[config.mk]
export PLATFORM = sky130hd
export DESIGN_NAME = randomized_set_table_flat
export DESIGN_NICKNAME = d
export VERILOG_FILES = /design/src/hw/rtl/rstab_pkg.sv /design/src/hw/rtl/rstab_in_if.sv /design/src/hw/rtl/rstab_out_if.sv /design/src/hw/rtl/randomized_set_table.sv /design/src/hw/rtl/rstab_ctrl.sv /design/src/hw/rtl/rstab_dp.sv /design/src/flat_wrapper.sv
export SDC_FILE = /design/constraint.sdc
export NUM_CORES = 1
export LEC_CHECK = 0
export BUFFER_PORTS_ARGS = -buffer_cell sky130_fd_sc_hd__buf_2
export CORE_MARGIN = 2
export CORE_UTILIZATION = 66
export DETAILED_ROUTE_END_ITERATION = 8
export GPL_TIMING_DRIVEN = 1
export HOLD_SLACK_MARGIN = 0.05
export PLACE_DENSITY_LB_ADDON = 0.3
export REMOVE_ABC_BUFFERS = 1
export SLEW_MARGIN = 25
export SYNTH_ARGS = -nofsm -noshare
export SYNTH_HDL_FRONTEND = slang
export SYNTH_SLANG_ARGS = --single-unit
[constraint.sdc]
create_clock -name clk -period 14.1 [get_ports clk]
set_clock_uncertainty 0.15 [all_clocks]
set_input_delay 2.82 -clock clk [delete_from_list [all_inputs] [get_ports clk]]
set_output_delay 2.82 -clock clk [all_outputs]
set_load 0.02 [all_outputs]
[src/hw/rtl/rstab_pkg.sv]
// rstab_pkg: shared types and constants of the randomized set table
// operation and status codes, field widths, controller/datapath command and status structs
// no dependencies
package rstab_pkg;

    localparam int CAPACITY_DEF  = 16;
    localparam int DRAW_BITS_DEF = 16;

    localparam int CMD_W    = 2;
    localparam int VALUE_W  = 32;
    localparam int STATUS_W = 2;
    localparam int SIZE_W   = 5;

    typedef enum logic [CMD_W-1:0] {
        CMD_INSERT = 2'd0,
        CMD_REMOVE = 2'd1,
        CMD_SAMPLE = 2'd2,
        CMD_NOP    = 2'd3
    } cmd_t;

    typedef enum logic [STATUS_W-1:0] {
        ST_DONE     = 2'd0,
        ST_NOCHANGE = 2'd1,
        ST_FULL     = 2'd2,
        ST_EMPTY    = 2'd3
    } status_t;

    // controller to datapath
    typedef struct packed {
        logic    load;
        logic    scan;
        logic    append;
        logic    move_rd;
        logic    move_wr;
        logic    samp_mul;
        logic    samp_rd;
        logic    finish;
        logic    take_sample;
        status_t status;
    } dp_cmd_t;

    // datapath to controller
    typedef struct packed {
        logic hit;
        logic scan_done;
        logic empty;
        logic full;
    } dp_stat_t;

endpackage

[src/hw/rtl/rstab_in_if.sv]
// rstab_in_if: request channel of the randomized set table
// valid/ready handshake with command, value and random draw; uses rstab_pkg
interface rstab_in_if #(
    parameter int DRAW_BITS = rstab_pkg::DRAW_BITS_DEF
);
    logic                             valid;
    logic                             ready;
    logic [rstab_pkg::CMD_W-1:0]      cmd;
    logic signed [rstab_pkg::VALUE_W-1:0] value;
    logic [DRAW_BITS-1:0]             random_draw;

    modport source (
        output valid, cmd, value, random_draw,
        input  ready
    );

    modport sink (
        input  valid, cmd, value, random_draw,
        output ready
    );
endinterface

[src/hw/rtl/rstab_out_if.sv]
// rstab_out_if: response channel of the randomized set table
// valid/ready handshake with status, sampled value and size; uses rstab_pkg
interface rstab_out_if;
    logic                                 valid;
    logic                                 ready;
    logic [rstab_pkg::STATUS_W-1:0]       status;
    logic signed [rstab_pkg::VALUE_W-1:0] sample_value;
    logic [rstab_pkg::SIZE_W-1:0]         size_after;

    modport source (
        output valid, status, sample_value, size_after,
        input  ready
    );

    modport sink (
        input  valid, status, sample_value, size_after,
        output ready
    );
endinterface

[src/hw/rtl/randomized_set_table.sv]
// randomized_set_table: top level of the randomized set table
// joins rstab_ctrl and rstab_dp to the request and response channels
// uses rstab_pkg, rstab_in_if, rstab_out_if
//
//   channel  dir  beat contents
//   req      in   cmd, value, random_draw
//   rsp      out  status, sample_value, size_after
//
// insert/remove scan until a hit or past the last entry; an insert miss appends unless full
// a remove hit moves the last entry into the hit slot; sample multiplies, then reads the entry
// the scan reads one store entry per cycle through the single read port, one comparator
// reset clears the count and handshake state; store contents need no clearing
// a new request is taken while a response waits; a stalled response holds the next one
module randomized_set_table #(
    parameter int CAPACITY  = rstab_pkg::CAPACITY_DEF,
    parameter int DRAW_BITS = rstab_pkg::DRAW_BITS_DEF
) (
    input  logic        clk,
    input  logic        rst_n,
    rstab_in_if.sink    req,
    rstab_out_if.source rsp
);

    rstab_pkg::dp_cmd_t  dp_cmd;
    rstab_pkg::dp_stat_t dp_stat;
    logic [rstab_pkg::STATUS_W-1:0] rsp_status;
    logic [rstab_pkg::VALUE_W-1:0]  rsp_sample;
    logic [rstab_pkg::VALUE_W-1:0]  req_value;
    logic [DRAW_BITS-1:0]           req_draw;

    assign req_value = req.value;
    assign req_draw  = req.random_draw;

    rstab_ctrl u_ctrl (
        .clk       (clk),
        .rst_n     (rst_n),
        .req_valid (req.valid),
        .req_cmd   (rstab_pkg::cmd_t'(req.cmd)),
        .req_ready (req.ready),
        .rsp_valid (rsp.valid),
        .rsp_ready (rsp.ready),
        .cmd       (dp_cmd),
        .stat      (dp_stat)
    );

    rstab_dp #(
        .CAPACITY  (CAPACITY),
        .DRAW_BITS (DRAW_BITS)
    ) u_dp (
        .clk        (clk),
        .rst_n      (rst_n),
        .cmd        (dp_cmd),
        .stat       (dp_stat),
        .req_value  (req_value),
        .req_draw   (req_draw),
        .rsp_status (rsp_status),
        .rsp_sample (rsp_sample),
        .rsp_size   (rsp.size_after)
    );

    assign rsp.status       = rsp_status;
    assign rsp.sample_value = rsp_sample;

endmodule

[src/hw/rtl/rstab_ctrl.sv]
// rstab_ctrl: sequencer of the randomized set table
// steps each command through scan, move, sample and response; uses rstab_pkg
module rstab_ctrl (
    input  logic                clk,
    input  logic                rst_n,
    input  logic                req_valid,
    input  rstab_pkg::cmd_t     req_cmd,
    output logic                req_ready,
    output logic                rsp_valid,
    input  logic                rsp_ready,
    output rstab_pkg::dp_cmd_t  cmd,
    input  rstab_pkg::dp_stat_t stat
);

    typedef enum logic [2:0] {
        S_IDLE,
        S_SCAN,
        S_MOVE_RD,
        S_MOVE_WR,
        S_SAMP_MUL,
        S_SAMP_RD,
        S_FINISH
    } state_t;

    state_t              state_reg, state_next;
    rstab_pkg::cmd_t     op_reg, op_next;
    rstab_pkg::status_t  status_reg, status_next;
    logic                sample_sel_reg, sample_sel_next;
    logic                rsp_valid_reg, rsp_valid_next;
    logic                slot_free;

    assign slot_free = !rsp_valid_reg || rsp_ready;
    assign req_ready = (state_reg == S_IDLE);
    assign rsp_valid = rsp_valid_reg;

    always_comb
    begin
        state_next      = state_reg;
        op_next         = op_reg;
        status_next     = status_reg;
        sample_sel_next = sample_sel_reg;
        rsp_valid_next  = rsp_valid_reg;
        cmd             = '0;
        cmd.status      = status_reg;
        cmd.take_sample = sample_sel_reg;

        if (rsp_valid_reg && rsp_ready)
        begin
            rsp_valid_next = 1'b0;
        end

        case (state_reg)
            S_IDLE:
            begin
                if (req_valid)
                begin
                    cmd.load        = 1'b1;
                    op_next         = req_cmd;
                    status_next     = rstab_pkg::ST_DONE;
                    sample_sel_next = 1'b0;
                    case (req_cmd)
                        rstab_pkg::CMD_INSERT,
                        rstab_pkg::CMD_REMOVE:
                        begin
                            state_next = S_SCAN;
                        end
                        rstab_pkg::CMD_SAMPLE:
                        begin
                            if (stat.empty)
                            begin
                                status_next = rstab_pkg::ST_EMPTY;
                                state_next  = S_FINISH;
                            end
                            else
                            begin
                                state_next = S_SAMP_MUL;
                            end
                        end
                        default:
                        begin
                            state_next = S_FINISH;
                        end
                    endcase
                end
            end
            S_SCAN:
            begin
                cmd.scan = 1'b1;
                if (stat.hit)
                begin
                    if (op_reg == rstab_pkg::CMD_REMOVE)
                    begin
                        state_next = S_MOVE_RD;
                    end
                    else
                    begin
                        status_next = rstab_pkg::ST_NOCHANGE;
                        state_next  = S_FINISH;
                    end
                end
                else if (stat.scan_done)
                begin
                    state_next = S_FINISH;
                    if (op_reg == rstab_pkg::CMD_INSERT)
                    begin
                        if (stat.full)
                        begin
                            status_next = rstab_pkg::ST_FULL;
                        end
                        else
                        begin
                            cmd.append = 1'b1;
                        end
                    end
                    else
                    begin
                        status_next = rstab_pkg::ST_NOCHANGE;
                    end
                end
            end
            S_MOVE_RD:
            begin
                cmd.move_rd = 1'b1;
                state_next  = S_MOVE_WR;
            end
            S_MOVE_WR:
            begin
                cmd.move_wr = 1'b1;
                state_next  = S_FINISH;
            end
            S_SAMP_MUL:
            begin
                cmd.samp_mul = 1'b1;
                state_next   = S_SAMP_RD;
            end
            S_SAMP_RD:
            begin
                cmd.samp_rd     = 1'b1;
                sample_sel_next = 1'b1;
                state_next      = S_FINISH;
            end
            S_FINISH:
            begin
                if (slot_free)
                begin
                    cmd.finish     = 1'b1;
                    rsp_valid_next = 1'b1;
                    state_next     = S_IDLE;
                end
            end
            default:
            begin
                state_next = S_IDLE;
            end
        endcase
    end

    always_ff @(posedge clk or negedge rst_n)
    begin
        if (!rst_n)
        begin
            state_reg      <= S_IDLE;
            op_reg         <= rstab_pkg::CMD_NOP;
            status_reg     <= rstab_pkg::ST_DONE;
            sample_sel_reg <= 1'b0;
            rsp_valid_reg  <= 1'b0;
        end
        else
        begin
            state_reg      <= state_next;
            op_reg         <= op_next;
            status_reg     <= status_next;
            sample_sel_reg <= sample_sel_next;
            rsp_valid_reg  <= rsp_valid_next;
        end
    end

endmodule

[src/hw/rtl/rstab_dp.sv]
// rstab_dp: datapath of the randomized set table
// value store, element count, scan comparator, sample index multiplier, response registers
// uses rstab_pkg
module rstab_dp #(
    parameter int CAPACITY  = rstab_pkg::CAPACITY_DEF,
    parameter int DRAW_BITS = rstab_pkg::DRAW_BITS_DEF
) (
    input  logic                                 clk,
    input  logic                                 rst_n,
    input  rstab_pkg::dp_cmd_t                   cmd,
    output rstab_pkg::dp_stat_t                  stat,
    input  logic [rstab_pkg::VALUE_W-1:0]        req_value,
    input  logic [DRAW_BITS-1:0]                 req_draw,
    output logic [rstab_pkg::STATUS_W-1:0]       rsp_status,
    output logic [rstab_pkg::VALUE_W-1:0]        rsp_sample,
    output logic [rstab_pkg::SIZE_W-1:0]         rsp_size
);

    localparam int IDX_W  = $clog2(CAPACITY);
    localparam int CNT_W  = $clog2(CAPACITY + 1);
    localparam int PROD_W = DRAW_BITS + CNT_W;

    logic [rstab_pkg::VALUE_W-1:0] mem [CAPACITY];

    logic [rstab_pkg::VALUE_W-1:0]  value_reg;
    logic [DRAW_BITS-1:0]           draw_reg;
    logic [CNT_W-1:0]               count_reg, count_next;
    logic [CNT_W-1:0]               scan_idx_reg, scan_idx_next;
    logic                           cmp_valid_reg, cmp_valid_next;
    logic [IDX_W-1:0]               cmp_idx_reg, cmp_idx_next;
    logic [IDX_W-1:0]               samp_idx_reg;
    logic [rstab_pkg::VALUE_W-1:0]  rd_data_reg;
    logic [rstab_pkg::STATUS_W-1:0] status_out_reg;
    logic [rstab_pkg::VALUE_W-1:0]  sample_out_reg;
    logic [rstab_pkg::SIZE_W-1:0]   size_out_reg;

    logic                           hit;
    logic                           scan_more;
    logic                           issue;
    logic                           re;
    logic [IDX_W-1:0]               raddr;
    logic [CNT_W-1:0]               last_idx;
    logic                           we;
    logic [IDX_W-1:0]               waddr;
    logic [rstab_pkg::VALUE_W-1:0]  wdata;
    logic [PROD_W-1:0]              prod;

    assign hit       = cmp_valid_reg && (rd_data_reg == value_reg);
    assign scan_more = (scan_idx_reg < count_reg);
    assign issue     = cmd.scan && !hit && scan_more;
    assign last_idx  = count_reg - CNT_W'(1);
    assign prod      = PROD_W'(draw_reg) * PROD_W'(count_reg);

    assign stat.hit       = hit;
    assign stat.scan_done = !cmp_valid_reg && !scan_more;
    assign stat.empty     = (count_reg == '0);
    assign stat.full      = (count_reg >= CNT_W'(CAPACITY));

    // single read port: scan, last entry for a remove, sample entry
    always_comb
    begin
        re    = issue || cmd.move_rd || cmd.samp_rd;
        raddr = scan_idx_reg[IDX_W-1:0];
        if (cmd.samp_rd)
        begin
            raddr = samp_idx_reg;
        end
        else if (cmd.move_rd)
        begin
            raddr = last_idx[IDX_W-1:0];
        end
    end

    always_comb
    begin
        we    = cmd.append || cmd.move_wr;
        waddr = cmp_idx_reg;
        wdata = rd_data_reg;
        if (cmd.append)
        begin
            waddr = count_reg[IDX_W-1:0];
            wdata = value_reg;
        end
    end

    always_comb
    begin
        count_next     = count_reg;
        scan_idx_next  = scan_idx_reg;
        cmp_valid_next = cmp_valid_reg;
        cmp_idx_next   = cmp_idx_reg;
        if (cmd.load)
        begin
            scan_idx_next  = '0;
            cmp_valid_next = 1'b0;
        end
        else if (cmd.scan && !hit)
        begin
            // the compare follows the read in the next cycle, on the registered read data
            cmp_valid_next = scan_more;
            if (scan_more)
            begin
                cmp_idx_next  = scan_idx_reg[IDX_W-1:0];
                scan_idx_next = scan_idx_reg + CNT_W'(1);
            end
        end
        if (cmd.append)
        begin
            count_next = count_reg + CNT_W'(1);
        end
        else if (cmd.move_wr)
        begin
            count_next = last_idx;
        end
    end

    always_ff @(posedge clk)
    begin
        if (we)
        begin
            mem[waddr] <= wdata;
        end
        if (re)
        begin
            rd_data_reg <= mem[raddr];
        end
    end

    always_ff @(posedge clk)
    begin
        if (cmd.load)
        begin
            value_reg <= req_value;
            draw_reg  <= req_draw;
        end
        if (cmd.samp_mul)
        begin
            samp_idx_reg <= IDX_W'(prod >> DRAW_BITS);
        end
        if (cmd.finish)
        begin
            status_out_reg <= cmd.status;
            sample_out_reg <= cmd.take_sample ? rd_data_reg : '0;
            size_out_reg   <= rstab_pkg::SIZE_W'(count_reg);
        end
    end

    always_ff @(posedge clk or negedge rst_n)
    begin
        if (!rst_n)
        begin
            count_reg     <= '0;
            scan_idx_reg  <= '0;
            cmp_valid_reg <= 1'b0;
            cmp_idx_reg   <= '0;
        end
        else
        begin
            count_reg     <= count_next;
            scan_idx_reg  <= scan_idx_next;
            cmp_valid_reg <= cmp_valid_next;
            cmp_idx_reg   <= cmp_idx_next;
        end
    end

    assign rsp_status = status_out_reg;
    assign rsp_sample = sample_out_reg;
    assign rsp_size   = size_out_reg;

`ifndef SYNTH
    a_count_bound: assert property (@(posedge clk) disable iff (!rst_n)
        count_reg <= CNT_W'(CAPACITY))
        else $error("element count above capacity");

    a_append_room: assert property (@(posedge clk) disable iff (!rst_n)
        cmd.append |-> (count_reg < CNT_W'(CAPACITY)))
        else $error("append into a full store");

    a_move_nonempty: assert property (@(posedge clk) disable iff (!rst_n)
        cmd.move_wr |-> $past(cmd.move_rd) && (count_reg != '0))
        else $error("move without a preceding last-entry read");

    a_cmp_in_range: assert property (@(posedge clk) disable iff (!rst_n)
        cmd.scan && cmp_valid_reg |-> (CNT_W'(cmp_idx_reg) < count_reg))
        else $error("compare slot outside occupied entries");

    a_count_step: assert property (@(posedge clk) disable iff (!rst_n)
        !cmd.append && !cmd.move_wr |=> $stable(count_reg))
        else $error("count changed without append or move");
`endif

endmodule
[src/flat_wrapper.sv]
// flat-port wrapper written by rule: the top's interface ports become plain ports
module randomized_set_table_flat 
#(
    parameter int CAPACITY  = rstab_pkg::CAPACITY_DEF,
    parameter int DRAW_BITS = rstab_pkg::DRAW_BITS_DEF
)
  (clk, rst_n, req_valid, req_cmd, req_value, req_random_draw, req_ready, rsp_valid, rsp_status, rsp_sample_value, rsp_size_after, rsp_ready);
  rstab_in_if #(.DRAW_BITS(DRAW_BITS)) req_i ();
  rstab_out_if rsp_i ();
  input  logic clk;
  input  logic rst_n;
  input wire logic [$bits(req_i.valid)-1:0] req_valid;
  input wire logic [$bits(req_i.cmd)-1:0] req_cmd;
  input wire logic [$bits(req_i.value)-1:0] req_value;
  input wire logic [$bits(req_i.random_draw)-1:0] req_random_draw;
  output wire logic [$bits(req_i.ready)-1:0] req_ready;
  output wire logic [$bits(rsp_i.valid)-1:0] rsp_valid;
  output wire logic [$bits(rsp_i.status)-1:0] rsp_status;
  output wire logic [$bits(rsp_i.sample_value)-1:0] rsp_sample_value;
  output wire logic [$bits(rsp_i.size_after)-1:0] rsp_size_after;
  input wire logic [$bits(rsp_i.ready)-1:0] rsp_ready;
  assign req_i.valid = req_valid;
  assign req_i.cmd = req_cmd;
  assign req_i.value = req_value;
  assign req_i.random_draw = req_random_draw;
  assign req_ready = req_i.ready;
  assign rsp_valid = rsp_i.valid;
  assign rsp_status = rsp_i.status;
  assign rsp_sample_value = rsp_i.sample_value;
  assign rsp_size_after = rsp_i.size_after;
  assign rsp_i.ready = rsp_ready;
  randomized_set_table #(.CAPACITY(CAPACITY), .DRAW_BITS(DRAW_BITS)) u_core (.clk(clk), .rst_n(rst_n), .req(req_i), .rsp(rsp_i));
endmodule
* Yosys cells after proc, flatten, opt, wreduce, memory -nomap -nowiden
Memory sizes are Yosys's and may differ from the RTL's. A register that Yosys moved wholly into a read port is not among the register bits.
Cells that the tools add are included.
** Word-level totals
- Bits in writable memories :: 512
- Register bits after elaboration :: 115
- Output and inout bits :: 41
- Bits in latches :: 0
- Word-level logic and storage cells :: 116
- Memories kept :: 1
- Input port bits :: 54
- Memory bits (read-only) :: 0
** Memory list
- u_core.u_dp.mem :: depth 16, bits a word 32, rd ports 1, clocked after memory_dff 1, wr ports 1, line rstab_dp.sv:23 : logic [rstab_pkg::VALUE_W-1:0] mem [CAPACITY];
** Operators by class
- Bitwise operators :: 1
- $mul :: 1
- Muxes and demuxes :: 48
- $lt $le $gt $ge :: 2
- Add/sub/neg operators :: 3
- Shift operators :: 0
- Reduce and logical (&&, ||, !) cells :: 30
- Equal/unequal tests :: 15
- Div/mod/pow operators :: 0
** Operators with widths (count)
- $eq 32x32->1 :: 1
- $mux 32 :: 1
- $mux 5 :: 5
- $mul 16x5->20 :: 1
- $mux 1 :: 20
- $mux 2 :: 10
- $pmux 3 s6 :: 1
- $mux 3 :: 5
- $mux 4 :: 3
- $add 5x1->5 const B :: 2
- $reduce_bool 2->1 :: 5
- $eq 3x3->1 const B :: 3
- $eq 3x2->1 const B :: 2
- $pmux 3 s2 :: 1
- $reduce_and 2->1 :: 3
- $reduce_and 3->1 :: 2
- $ge 5x5->1 const B :: 1
- $logic_and 1x1->1 :: 5
- $logic_not 5->1 :: 1
- $lt 5x5->1 :: 1
- $reduce_and 5->1 :: 1
- $sub 5x1->5 const B :: 1
- $eq 2x1->1 const B :: 2
- $logic_not 1->1 :: 4
- other kinds (13) :: 19

* Longest topological paths before layout
Gate-level depths: netlist of run 1.
- Depth in word-level cells :: 10
- Gate-level depth with buffers :: 17

* By module
From an unflattened synthesis of run 1, not the netlist that was laid out.
** Unflattened totals
- Cells, all modules :: 1500
- Area total of the unflattened synthesis :: 27684.1 µm²
** By module, submodules not included
- rstab_dp :: cells each 1435, area each 27123.5 µm², instances 1
- rstab_ctrl :: cells each 65, area each 560.5 µm², instances 1

* Worst setup path before layout of run 1
Ideal clock, no wire load.
- Path kind :: input to register
- Start point :: input req_valid
- End point :: register u_core.u_dp.draw_reg[0], enable pin
- Data required time :: 13.547 ns
- Setup slack :: 9.542 ns
- Buffers on the path :: 0
- Stages :: 2
- Arrival time :: 4.005 ns
- Cells stage by stage :: nand2_1 inv_1
** RTL lines
- start: declaration :: line flat_wrapper.sv:12 : input wire logic [$bits(req_i.valid)-1:0] req_valid;
- end signal: assignment :: line rstab_dp.sv:134 : draw_reg <= req_draw;
- end: declaration :: line rstab_dp.sv:26 : logic [DRAW_BITS-1:0] draw_reg;

* Final worst setup path of run 1
- Start point :: register u_core.u_dp.count_reg[0]
- End point :: register u_core.u_dp.rd_data_reg[30] (netlist name) (read register of u_core.u_dp.mem), data pin
** On the way
- Longest elaborated chain between the ends :: 4
** Ends and longest elaborated chain
- start: declaration :: line rstab_dp.sv:27 : logic [CNT_W-1:0] count_reg, count_next;
- start signal: assignment :: line rstab_dp.sv:159 : count_reg <= count_next;
- parallel branches: the longest is 4 deep, another holds $sub 5x1->5
- end: declaration :: line rstab_dp.sv:32 : logic [rstab_pkg::VALUE_W-1:0] rd_data_reg;
Several ways; the timed one is not identified.
A chain may end at the register's enable or synchronous reset.

==> qor.yml, run 1 <==
ant_nets: 0
path_clk_slew_ps: 60
grt_pass1_wl_um: 100000
synth.avg_cell_area_um2: 15.2
die-area_mm2: 0.0438
clock-root-buffer: "clkbuf_16"
cp_max_fo: 66
hold_class: "register to register"
core_area_mm2: 0.0418
h-tree-depth: 3
ir_worst_vdd_uv: 278
grt_usage_pct: 30.9
leakagePower_uw: 0.0110
synth_seq_area_share_pct: 70.7
worst-setup-path-type: "register to register"
first_iter_violations: 2008
layout_common_cells: "edfxtp_1 (635), nand2_1 (307), mux2i_1 (130)"
drc: 0
hold_depth: 0
gp_congestion: 0.886
clk_path_buf_depth: 3
place_hpwl_um: 36800
grt_max_degree: 73
period_share_pct: 35.2
arrival_ps: 5150
synthFlopType: "edfxtp_1"
wl_per_cell_um: 26.3
place_ws_ps: 9260
regMostFlops: "u_core.u_dp.mem"
grt_pass1_vias: 16901
fillers: 2338
vias_per_cell: 6.60
die_h_um: 209
max_freq_mhz: 202
num_vias: 16666
layout.nets: 2065
overflow: 0
rsz0062_at_grt: "no"
setup_violations: 0
synth_top_area_share_pct: 68.5
final_common_cell: "edfxtp_1"
largest_reg_flops: 512
cts_inserted_buffers: 66
synth_top_area_cell: "edfxtp_1"
start_kind: "register"
netlist_area_mm2: 0.0278
initial_core_util_pct: 66.7
outcome: "completed"
layout_min_cycle_time_ps: 4960
cp-end-kind: "register"
n_antenna_cell: 0
cts_resized: 0
antenna_found_initial: 0
clk_latency_ps: 610
synth_area_leaders: "edfxtp_1 (68%), mux2i_1 (4.7%), nand2_1 (4.1%)"
yosysWarnings: 0
setup_slack_ps: 9140
dr.pass1.iters: 5
synthCells: 1831
tightestPinTransition_ps: 1140
relSlewSlack_pct: 23.9
reg2regPathDepth: 11
clkSinkCount: 659
final_max_slew_viol_count: 0
cts_tree: "built"
cp.required_ps: 14290
row_count: 75
drv_cap: 0
routed_wl_um: 66500
portBuffers: 94
drive_above_1_share_pct: 15.0
post_cts_buffers: 0
area_delta_synth_final_pct: 12.2
power_density_mw_per_mm2: 248
cts_hold_buffers: 0
die_w_um: 209
num_io_pins: 95
hold_viol: 0
tns_ps: 0
synth-edff-count: 635
ys_types: 58
ys_ff_latch: 659
async_reset_ff_share_pct: 3.64
## power by group
group	leakage, µW	internal (µW)	switching, µW	total (µW)
Combinational	0.00392	1120	2050	3170
Clock	0.00100	945	731	1680
Sequential	0.00603	2700	186	2890
## worst max-delay path, cell delays in order (launching register included)
cell and delay (ps):
dfrtp_1 960, inv_1 210, ha_1 410, nand2b_1 90, mux2i_1 120, a221oi_4 310
buf_4 750, nand2_1 340, nor2_4 450, buf_4 480, a32oi_1 170, and4_1 230
## cell families (layout without fill, tap and decap cells)
logic type | count (synthesis) | in the layout | share of synthesized area (%)
multiplexers | 166 | 166 | 6.13
AO/OA/AOI/OAI | 203 | 203 | 5.94
XOR/XNOR | 45 | 45 | 1.42
buffers and inverters | 164 | 321 | 2.58
adder cells (fa/ha/maj) | 73 | 73 | 4.36
flip-flops | 659 | 659 | 70.7
AND/OR/NAND/NOR | 521 | 521 | 8.91
## layer usage
layer / vias to the layer above / track usage, % / wire [µm]
met5: - / 0 / 0
met1: 8363 / 40.4 / 25000
met3: 182 / 6.64 / 6580
li1: 7113 / - / -
met2: 1008 / 50.7 / 32300
met4: 0 / 13.5 / 2550
## synthesized netlist by cell type (5+ instances only)
| cell type | instances |
|---|---|
| a21oi_1 | 16 |
| a32oi_1 | 129 |
| and2_1 | 87 |
| and4_1 | 33 |
| buf_1 | 5 |
| buf_2 | 54 |
| buf_4 | 9 |
| clkbuf_1 | 25 |
| dfrtp_1 | 22 |
| edfxtp_1 | 635 |
| fa_1 | 40 |
| ha_1 | 33 |
| inv_1 | 69 |
| mux2_2 | 34 |
| mux2i_1 | 130 |
| nand2_1 | 307 |
| nand3_1 | 9 |
| nand4_1 | 9 |
| nor2_1 | 33 |
| nor2b_1 | 6 |
| nor3_1 | 11 |
| nor4_1 | 5 |
| o21ai_0 | 11 |
| o22ai_1 | 5 |
| xnor2_1 | 35 |
| xor2_1 | 10 |
## layout make-up
| class | instances | area, µm² | share of cell area (%) |
|---|---|---|---|
| multi-input combinational | 1008 | 7680 | 24.6 |
| sequential | 659 | 19700 | 63.0 |
| inverter | 71 | 267 | 0.853 |
| clock buffer | 81 | 1750 | 5.60 |
| timing repair buffer | 132 | 903 | 2.89 |
| tap | 539 | 674 | 2.16 |
| clock inverter | 37 | 290 | 0.929 |
## per-stage QoR
| step | cells | hold WS [ps] | utilization (%) | power, µW | instance area [µm²] |
|---|---|---|---|---|---|
| floorplan | 1738 | 275 | - | 5110 | 27400 |
| global placement | 2401 | 295 | 69.4 | 5810 | 29000 |
| detailed placement | 2407 | 296 | 69.8 | 6000 | 29100 |
| CTS | 2525 | 311 | 74.7 | 7690 | 31200 |
| global route | 2527 | 316 | 74.8 | 8100 | 31200 |
| finish | 2527 | 310 | 74.8 | 7730 | 31200 |
## worst paths after layout
path / start / end / slack [ps]
worst max-delay path: u_core.u_dp.count_reg[0]$_DFFE_PN0P_ / u_core.u_dp.rd_data_reg[30]$_DFFE_PP_ / 9140
worst min-delay path: u_core.u_ctrl.status_reg[1]$_DFFE_PN0P_ / u_core.u_dp.rsp_status[1]$_DFFE_PP_ / 310
worst max register to register: u_core.u_dp.count_reg[0]$_DFFE_PN0P_ / u_core.u_dp.rd_data_reg[30]$_DFFE_PP_ / 9140
worst min register to register: u_core.u_ctrl.status_reg[1]$_DFFE_PN0P_ / u_core.u_dp.rsp_status[1]$_DFFE_PP_ / 310
max in group asynchronous: rst_n / u_core.u_ctrl.rsp_valid$_DFF_PN0_ / 11330
min in group asynchronous: rst_n / u_core.u_dp.cmp_valid_reg$_DFFE_PN0P_ / 2060
No activity file was read; power rests on OpenSTA's default activity.
==> run 2: changes to the inputs <==
--- a/config.mk
+++ b/config.mk
@@ -7,7 +7,7 @@
 export LEC_CHECK = 0
 export BUFFER_PORTS_ARGS = -buffer_cell sky130_fd_sc_hd__buf_2
 export CORE_MARGIN = 2
-export CORE_UTILIZATION = 66
+export CORE_UTILIZATION = 56
 export DETAILED_ROUTE_END_ITERATION = 8
 export GPL_TIMING_DRIVEN = 1
 export HOLD_SLACK_MARGIN = 0.05
==> constraint.sdc (replaced) <==
create_clock -name clk -period 4.3 [get_ports clk]
set_clock_uncertainty 0.15 [all_clocks]
set_input_delay 0.86 -clock clk [delete_from_list [all_inputs] [get_ports clk]]
set_output_delay 0.86 -clock clk [all_outputs]
set_load 0.02 [all_outputs]
==> run 2 against run 1 <==
First-iteration DRC count is 3.9% lower; sequential cell count stayed put; global-route usage is 4.7 points lower; critical path depth is 5 higher; combinational power grew to 3.4 times the previous value; cell count is 5.4% higher; critical path type unchanged; critical endpoint is now u_core.u_dp.samp_idx_reg[3]$_DFFE_PP_; largest cell class unchanged; largest power group unchanged; highest routed layer unchanged.
==> qor.yml, run 2 (synthesis gave the netlist of run 1 again) <==
path_buf_inv: 4
h-tree-depth: 2
clock-root-buffer: "clkbuf_16"
drv_cap: 0
dr.pass1.iters: 6
cp-end-kind: "register"
portBuffers: 94
final_cells: 2663
cp.required_ps: 4540
worst-setup-path-type: "register to register"
met1_usage_pct: 36.5
grt-busiest-layer: "met2"
outcome: "completed"
antenna_found_initial: 1
cts_inserted_buffers: 61
routed_wl_um: 66200
layout_min_cycle_time_ps: 4140
num_io_pins: 95
area_delta_synth_final_pct: 13.5
gp_congestion: 0.879
layout.nets: 2077
period_share_pct: 96.3
regMostFlops: "u_core.u_dp.mem"
final_common_cell: "edfxtp_1"
relSlewSlack_pct: 31.6
place_hpwl_um: 35900
leakagePower_uw: 0.0111
grt_usage_pct: 26.2
die_h_um: 227
path_cells: "buf_6, buf_4, and2_1, fa_1, fa_1, inv_1, fa_1, inv_1, ha_1, a21o_1, a21o_1, a21oi_2, o41ai_2, a221o_1, a21oi_2, xnor2_1"
arrival_ps: 4380
initial_core_util_pct: 56.8
cts_hold_buffers: 0
die_w_um: 227
final_area_mm2: 0.0316
crit_path_max_incr_delay_ps: 520
setup_violations: 0
cp_max_fo: 13
hold_class: "primary input to asynchronous set/reset pin"
post-place-cells: 2549
met3_usage_pct: 4.58
max_freq_mhz: 242
holdWs_ps: 85.0
placed_area_mm2: 0.0295
final_max_slew_viol_count: 0
hold_viol: 0
path_clk_slew_ps: 70
tightestPinTransition_ps: 1020
critPathTopFamily: "adder cells"
grt_pass1_wl_um: 98600
clk_path_buf_depth: 3
met2_usage_pct: 42.2
cpMostUsedCell: "fa_1"
first_iter_violations: 1929
ant_nets: 0
vias_per_cell: 6.15
num_vias: 16366
cp_slowest_cell: "fa_1"
layout_common_cells: "edfxtp_1 (635), nand2_1 (307), mux2i_1 (130)"
row_count: 81
drive_above_1_share_pct: 16.0
overflow: 0
start_kind: "register"
grt_max_degree: 129
largest_reg_flops: 512
grt_pass1_vias: 16269
ir_worst_vdd_uv: 970
power_density_mw_per_mm2: 808
drc: 0
clk_latency_ps: 640
cts_tree: "built"
clkSinkCount: 659
wl_per_cell_um: 24.9
die-area_mm2: 0.0515
core_area_mm2: 0.0491
n_antenna_cell: 0
## run 2: cell count changes in the layout (fill, tap and decap cells not counted), moves of 7 or more
cell,previous run,this run
buf_4,30,43
buf_12,0,11
bufinv_16,3,11
buf_16,7,0
clkbuf_16,68,61
## run 2: where the power goes
group	internal, µW	switching (µW)
clock	3270	2350
combinational	3710	6950
sequential	8860	417
## run 2: worst paths after layout
kind	to	cells after the start	from	slack, ps
max	u_core.u_dp.samp_idx_reg[3]$_DFFE_PP_	16	u_core.u_dp.count_reg[2]$_DFFE_PN0P_	160
min	u_core.u_ctrl.state_reg[2]$_DFFE_PN0P_	1	rst_n	80
max reg2reg	u_core.u_dp.samp_idx_reg[3]$_DFFE_PP_	16	u_core.u_dp.count_reg[2]$_DFFE_PN0P_	160
min reg2reg	u_core.u_dp.rsp_status[0]$_DFFE_PP_	0	u_core.u_ctrl.status_reg[0]$_DFFE_PN0P_	310
max in group asynchronous	u_core.u_dp.cmp_idx_reg[2]$_DFFE_PN0P_	1	rst_n	3520
min in group clk	u_core.u_dp.value_reg[31]$_DFFE_PP_	1	req_value[31]	240
## run 2: final cells by class
class,count,area [µm²]
inverter,71,267
multi-input combinational,1008,7720
timing repair buffer,149,1020
fill,3448,17500
sequential,659,19700
clock inverter,41,522
clock buffer,71,1560
tap,664,831
## run 2: what timing repair did
action | in CTS | in global routing
setup endpoints to repair | 4 | 2
setup buffers | 0 | 2
pin swaps | 1 | 2
resized for setup | 2 | 10
## run 2: worst register-to-register path: cells and delay by family (launching register included)
| kind | cells | cell delay [ps] |
|---|---|---|
| buffers and inverters | 4 | 380 |
| DFF | 1 | 390 |
| adders and majority gates | 4 | 1620 |
| AOI/OAI and AO/OA | 6 | 1140 |
| xor gates and xnor gates | 1 | 70 |
| and+or+nand+nor | 1 | 150 |
## run 2: per-layer routing
layer,vias to the layer above,part of all wire [%]
met5,-,0
met3,141,8.5
met4,0,3.2
met1,8256,41
met2,819,47
li1,7150,-
## run 2: per-stage QoR
step	utilization [%]	worst slack [ps]	total power (µW)	TNS, ps
after floorplan	-	-5080	15600	-1001070
after global placement	60.0	-115	19400	-117
after detailed placement	60.0	-270	19800	-578
after CTS	64.3	23.1	25500	0
after global routing	64.4	-35.2	26900	-35.2
final	64.4	160	25500	0
